`src/hdl/nscr_cell.sv`:
```
`timescale 1ns / 1ps

module nscr_cell #(
  parameter int ID_WIDTH = 32
) (
  input  logic                clk,
  input  logic                shift_en,
  input  logic [ID_WIDTH-1:0] id_in,
  input  logic                occupied,
  input  logic [ID_WIDTH-1:0] cmp_id,
  output logic [ID_WIDTH-1:0] id_out,
  output logic                match
);

  logic [ID_WIDTH-1:0] id_r;

  always_ff @(posedge clk) begin
    if (shift_en) begin
      id_r <= id_in;
    end
  end

  assign id_out = id_r;
  assign match  = occupied && (id_r == cmp_id);

endmodule

```
`src/hdl/nscr_chain.sv`:
```
`timescale 1ns / 1ps

module nscr_chain #(
  parameter int MAX_K    = 64,
  parameter int ID_WIDTH = 32,
  parameter int CNT_W    = 7
) (
  input  logic                clk,
  input  logic                shift_en,
  input  logic [ID_WIDTH-1:0] new_id,
  input  logic [CNT_W-1:0]    fill,
  input  logic [ID_WIDTH-1:0] cmp_id,
  output logic                hit
);

  logic [ID_WIDTH-1:0] link [MAX_K+1];
  logic [MAX_K-1:0]    match;

  assign link[0] = new_id;

  // The newest entry sits in cell 0, so the first fill cells hold the row.
  for (genvar i = 0; i < MAX_K; i++) begin : g_cell
    nscr_cell #(
      .ID_WIDTH (ID_WIDTH)
    ) u_cell (
      .clk      (clk),
      .shift_en (shift_en),
      .id_in    (link[i]),
      .occupied (32'(i) < 32'(fill)),
      .cmp_id   (cmp_id),
      .id_out   (link[i+1]),
      .match    (match[i])
    );
  end

  assign hit = |match;

endmodule

```
`config.mk`:
```
export PLATFORM = sky130hd
export DESIGN_NAME = nscr_chain
export DESIGN_NICKNAME = d
export VERILOG_FILES = /design/src/hdl/nscr_cell.sv /design/src/hdl/nscr_chain.sv
export SDC_FILE = /design/constraint.sdc
export NUM_CORES = 2
export LEC_CHECK = 0
export BUFFER_PORTS_ARGS = -buffer_cell sky130_fd_sc_hd__buf_2
export CORE_AREA = 2 2 524 526
export DETAILED_ROUTE_END_ITERATION = 8
export DIE_AREA = 0 0 526 528
export PLACE_DENSITY_LB_ADDON = 0.08
export SYNTH_ARGS = -nofsm -noshare
export SYNTH_HDL_FRONTEND = slang
export SYNTH_SLANG_ARGS = --single-unit
```
`constraint.sdc`:
```
create_clock -name clk -period 3.71 [get_ports clk]
set_input_delay 0 -clock clk [delete_from_list [all_inputs] [get_ports clk]]
set_output_delay 0 -clock clk [all_outputs]
set_load 0.005 [all_outputs]
```
# Word level (Yosys, flattened, before mapping)
# Cells that the tools add are included.
dict set report word_totals {
  in_bits 73
  regBits 2048
  output_inout_bits 1
}
dict set report classes {
  n_lt_le_gt_ge 64
  n_eq_ne 64
  reduce_logical 65
}
# op count
set ops {}
lappend ops {{32-bit == test} 64}
lappend ops {{6-bit by 7-bit less-than comparator with 1-bit output, first input constant} 32}
lappend ops {{5-bit by 7-bit less-than comparator with 1-bit output, first input constant} 16}
lappend ops {{1-bit logical AND} 64}
lappend ops {{64-bit OR reduction} 1}
lappend ops {{4-bit by 7-bit less-than comparator with 1-bit output, first input constant} 8}
lappend ops {{3-bit by 7-bit less-than comparator with 1-bit output, first input constant} 4}
lappend ops {{1-bit by 7-bit less-than comparator with 1-bit output, first input constant} 2}
lappend ops {{2-bit by 7-bit less-than comparator with 1-bit output, first input constant} 2}

# Logic depth before layout (Yosys ltp)
dict set report depth {
  ltp_word 3
  mapped_depth 10
  depth_no_buf 7
}

# By module
# Synthesis repeated with hierarchy kept, for this count alone.
dict set report hier_totals {
  cells_unflattened 4987
  hier_area_um2 84901.4
}
# mod instances area_each_um2 cells_each seq_area_each_um2
set modules_own_cells {}
lappend modules_own_cells {nscr_cell 64 1316.3 76 960.9}
lappend modules_own_cells {nscr_chain 1 660.6 123 0.0}

# Worst setup path before layout
# OpenSTA, ideal clock, no wires.
dict set report synth_timing {
  kind {register -> output}
  from {register g_cell[55].u_cell.id_r[27]}
  to {output port hit}
  path_stages_with_launch 8
  slack_ns 2.156
  arrival_time_ns 1.554
  cell_sequence {edfxtp_1 > xor2_1 > nor4_1 > nand3_1 > or4_1 > nand4_1 > nor4_1 > nand4_1}
}
dict set report synth_via {
  elab_chain_cells 3
}
# item line_no
set synth_lines {}
lappend synth_lines {{from (decl)} nscr_cell.sv:15} ;# logic [ID_WIDTH-1:0] id_r;
lappend synth_lines {{from (signal assigned)} nscr_cell.sv:19} ;# id_r <= id_in;
lappend synth_lines {{32-bit == test} nscr_cell.sv:24} ;# assign match = occupied && (id_r == cmp_id);
lappend synth_lines {{1-bit logical AND} nscr_cell.sv:24}
lappend synth_lines {{64-bit OR reduction} nscr_chain.sv:36} ;# assign hit = |match;
lappend synth_lines {{to (decl)} nscr_chain.sv:13} ;# output logic hit
# No other way between the ends.

# Worst setup path in the final report
dict set report layout_timing {
  from {register g_cell[34].u_cell.id_r[7]}
  to {output port hit}
}
dict set report layout_via {
  elab_chain_cells 3
}
# item line_no
set layout_lines {}
lappend layout_lines {{from (decl)} nscr_cell.sv:15}
lappend layout_lines {{from (signal assigned)} nscr_cell.sv:19}
lappend layout_lines {{32-bit == test} nscr_cell.sv:24}
lappend layout_lines {{1-bit logical AND} nscr_cell.sv:24}
lappend layout_lines {{64-bit OR reduction} nscr_chain.sv:36}
# No other way between the ends.

==> impl_metrics.toml <==
[hold_path]
min_path_type = "in -> reg"

[detailed_routing]
dr.pass1.iters = 5
drt-wirelength-per-cell_um = 31.8
detailedRoute.firstIterationViolations = 4386
drt-vias-per-instance = 4.83
drt-total-wl_um = 297000
route.vias.total = 45200
drt_drc_violations_left = 0
antenna_violating_nets_post_route = 0

[setup_path]
slowest_stage = "sky130_fd_sc_hd__nor3_1"
crit_buf_inv = 1
critical_path_arrival_ns = 3.70
critical_path_class = "reg -> out"
reg2reg_slack_ns = 2.76
crit_chain = "xnor2_1, nand4_1, nor3_1, nand3_1, nand4_1, nor4_4, nand4_1, buf_2"
worst_ep_required_time_ns = 3.71
crit_top_cell = "sky130_fd_sc_hd__nand4_1"
cp_max_fo = 2
critical-path-max-stage-delay_ns = 0.67
critical_path_startpoint_category = "flop"
critPathCaptureType = "output port"
critical-path-top-delay-family = "simple AND/OR/NAND/NOR gates"

[synth]
synth_area_per_cell_sq_um = 16.8
netlist.top_cell.by_area = "sky130_fd_sc_hd__edfxtp_1"
synthSimpleGateAreaFrac = 0.0514
synthAdderAreaFrac = 0
post_synth_main_area_contributors = "sky130_fd_sc_hd__edfxtp_1, sky130_fd_sc_hd__xnor2_1, sky130_fd_sc_hd__xor2_1"
synth.top_cell.area_share = 0.711
synth_top_family_by_area = "XOR/XNOR gates"
fraction_of_registers_with_async_set_reset = 0
netlist_instances = 5142
synthesis.nets = 5215
ys_seq_elements = 2048
synth_edf_count = 2048
synth-warning-count = 0
synth-compound-area-share = 0.00655
post_synth_mux_area_share = 0
postSynth.topFlopCell = "sky130_fd_sc_hd__edfxtp_1"
synth.cell_area_sq_um = 86600
synth_xor_xnor_area_share = 0.207
yosysUniqueCellTypes = 38
ys_seq_area_frac = 0.711

[floorplan]
core_region_area_sq_um = 272000
die_w_um = 526
boundaryPins = 74
initial_utilization = 0.318
die_height_um = 528
floorplan.die_area_sq_um = 278000
core.rowCount = 192

[global_route]
grt_pass1_vias = 47000
grt_max_degree = 125
overflow = 0
grt_first_pass_wirelength_um = 404000
grt_antenna_before_repair = 21
grt_util_all_layers = 0.211

[clock_tree]
cts_root_buffer = "sky130_fd_sc_hd__clkbuf_16"
insertion_delay_ns = 0.90
number_of_cts_inserted_buffers = 235
cts-root-to-sink-buffers = 4
cts_sinks = 2048
cts.htree.levels = 4
tritoncts_clock_tree = "yes"
clkSlewWorstSetupHoldPaths_ns = 0.06

[power]
power.density_nw_per_um2 = 554
finalPower_uw = 55900
static-leakage-power_uw = 0.0317
vdd_drop_max_mv = 0.380

[timing]
rsz0062_at_grt = "no"
tightest_slew_ns = 1.12
final_min_period_over_clock_period = 0.997
finalWorstPathRequiredPeriod_ns = 3.70
timing.max_slew.rel_slack = 0.252
final_critical_path_setup_slack_ns = 0.0122
hold_viol = 0
setup_total_negative_slack_ns = 0
fin_skew_ns = 0.0567
finalSetupViolCount = 0
final_max_slew_viol_count = 0
max_freq_ghz = 0.270

[placed_design]
place.gp.congestion = 0.832
hpwlAfterDp_um = 213000
postPlaceCellArea_sq_um = 92500
dp_slack_ns = -0.0133
portbufs = 73

[job]
max-cap-violations = 0

[layout]
layout.core_utilization = 0.370
finalInstanceArea_sq_um = 101000
drive_above_1_share = 0.124
area.growth.synth_to_final_pct = 16.5
number_of_flip_flops_under_the_largest_register_name = 2048
nNetsFinal = 5633

[run_status]
run_status = "finished, final reports clean"
power breakdown:
part	total [uW]	switching, uW	leakage [uW]	internal [uW]
clock	23100	9650	0.00367	13400
sequential	28200	1130	0.0200	27000
combinational	4610	2780	0.00800	1820
total	55900	13600	0.0317	42300
routing by layer:
metal | part of all wire | routed length (um) | GRT usage | up-vias
li1 | - | - | - | 19900
met1 | 0.44 | 132000 | 0.288 | 23700
met2 | 0.49 | 145000 | 0.357 | 1205
met3 | 0.046 | 13600 | 0.0292 | 328
met4 | 0.022 | 6510 | 0.0468 | 0
met5 | 0 | 0 | 0 | -
cells in the mapped netlist, drive strengths merged (5+ instances only):
cell type / instances
edfxtp: 2048
nor3: 43
nand4: 448
nor4: 144
nand2: 9
a21oi: 8
buf: 232
xor2: 335
nor2: 8
or3: 8
xnor2: 1710
a2111oi: 34
nand3: 65
inv: 5
a21o: 9
o211ai: 8
path summary, 6_finish.rpt:
check | start | endpoint | depth (start not counted)
min reg2reg | g_cell[52].u_cell.id_out[15] | g_cell[53].u_cell.id_out[15] | 0
min | shift_en | g_cell[0].u_cell.id_out[9] | 2
max | g_cell[34].u_cell.id_out[7] | hit | 8
max reg2reg | g_cell[28].u_cell.id_out[23] | g_cell[29].u_cell.id_out[23] | 0
layout by cell type (no fill, tap or decap), types with 4 or more instances in the layout:
cell type                       instances
sky130_fd_sc_hd__buf_12                67
sky130_fd_sc_hd__xnor2_1             1702
sky130_fd_sc_hd__o2111ai_1              4
sky130_fd_sc_hd__buf_6                 32
sky130_fd_sc_hd__nor4_4                 4
sky130_fd_sc_hd__nand3_1               64
sky130_fd_sc_hd__dlygate4sd3_1         65
sky130_fd_sc_hd__clkbuf_1              48
sky130_fd_sc_hd__bufinv_16             26
sky130_fd_sc_hd__xnor2_2                7
sky130_fd_sc_hd__nor4_1               125
sky130_fd_sc_hd__o211ai_1               8
sky130_fd_sc_hd__a2111oi_0             31
sky130_fd_sc_hd__and3_1                 4
sky130_fd_sc_hd__a21o_1                 9
sky130_fd_sc_hd__nor3_1                41
sky130_fd_sc_hd__nor2_1                 5
sky130_fd_sc_hd__clkinvlp_4             4
sky130_fd_sc_hd__clkinv_2              48
sky130_fd_sc_hd__clkinv_1              60
sky130_fd_sc_hd__or3_1                  8
sky130_fd_sc_hd__edfxtp_1            2048
sky130_fd_sc_hd__clkbuf_16            237
sky130_fd_sc_hd__nand2_1                9
sky130_fd_sc_hd__nand4_1              448
sky130_fd_sc_hd__inv_1                  4
sky130_fd_sc_hd__buf_2                 40
sky130_fd_sc_hd__a21oi_1                7
sky130_fd_sc_hd__diode_2                5
sky130_fd_sc_hd__buf_4                213
sky130_fd_sc_hd__xor2_1               335
sky130_fd_sc_hd__nor4_2                15
layout make-up:
type | count | area, sq um
Fill cell | 25600 | 172000
Inverter | 5 | 18.8
Sequential cell | 2048 | 61500
Antenna cell | 5 | 12.5
Clock buffer | 285 | 6110
Multi-Input combinational cell | 2853 | 23200
Timing Repair Buffer | 417 | 4150
Tap cell | 3589 | 4490
Clock inverter | 144 | 1370
through the flow:
step	hold WS, ns	std cells
after floorplan	0.0989	5142
after global placement	0.176	8848
after detailed placement	0.178	8848
after CTS	0.180	9341
after global routing	0.187	9345
final	0.136	9346
repair_timing:
action | 4_1_cts | 5_1_grt
pin swaps | 7 | 4
gates resized for setup | 19 | 16
endpoints found under the setup margin | 1 | 1
hold buffers | 65 | 0
endpoints found under the hold margin | 423 | 0
setup buffers | 0 | 0
logic make-up (layout without fill, tap and decap cells):
family / count (synthesis) / count (layout)
flops: 2048 / 2048
xor+xnor: 2045 / 2045
simple gates: 735 / 735
compound gates: 73 / 73
buf+inv: 241 / 851
other cells: 0 / 5
No activity file was read; power rests on OpenSTA's default activity.
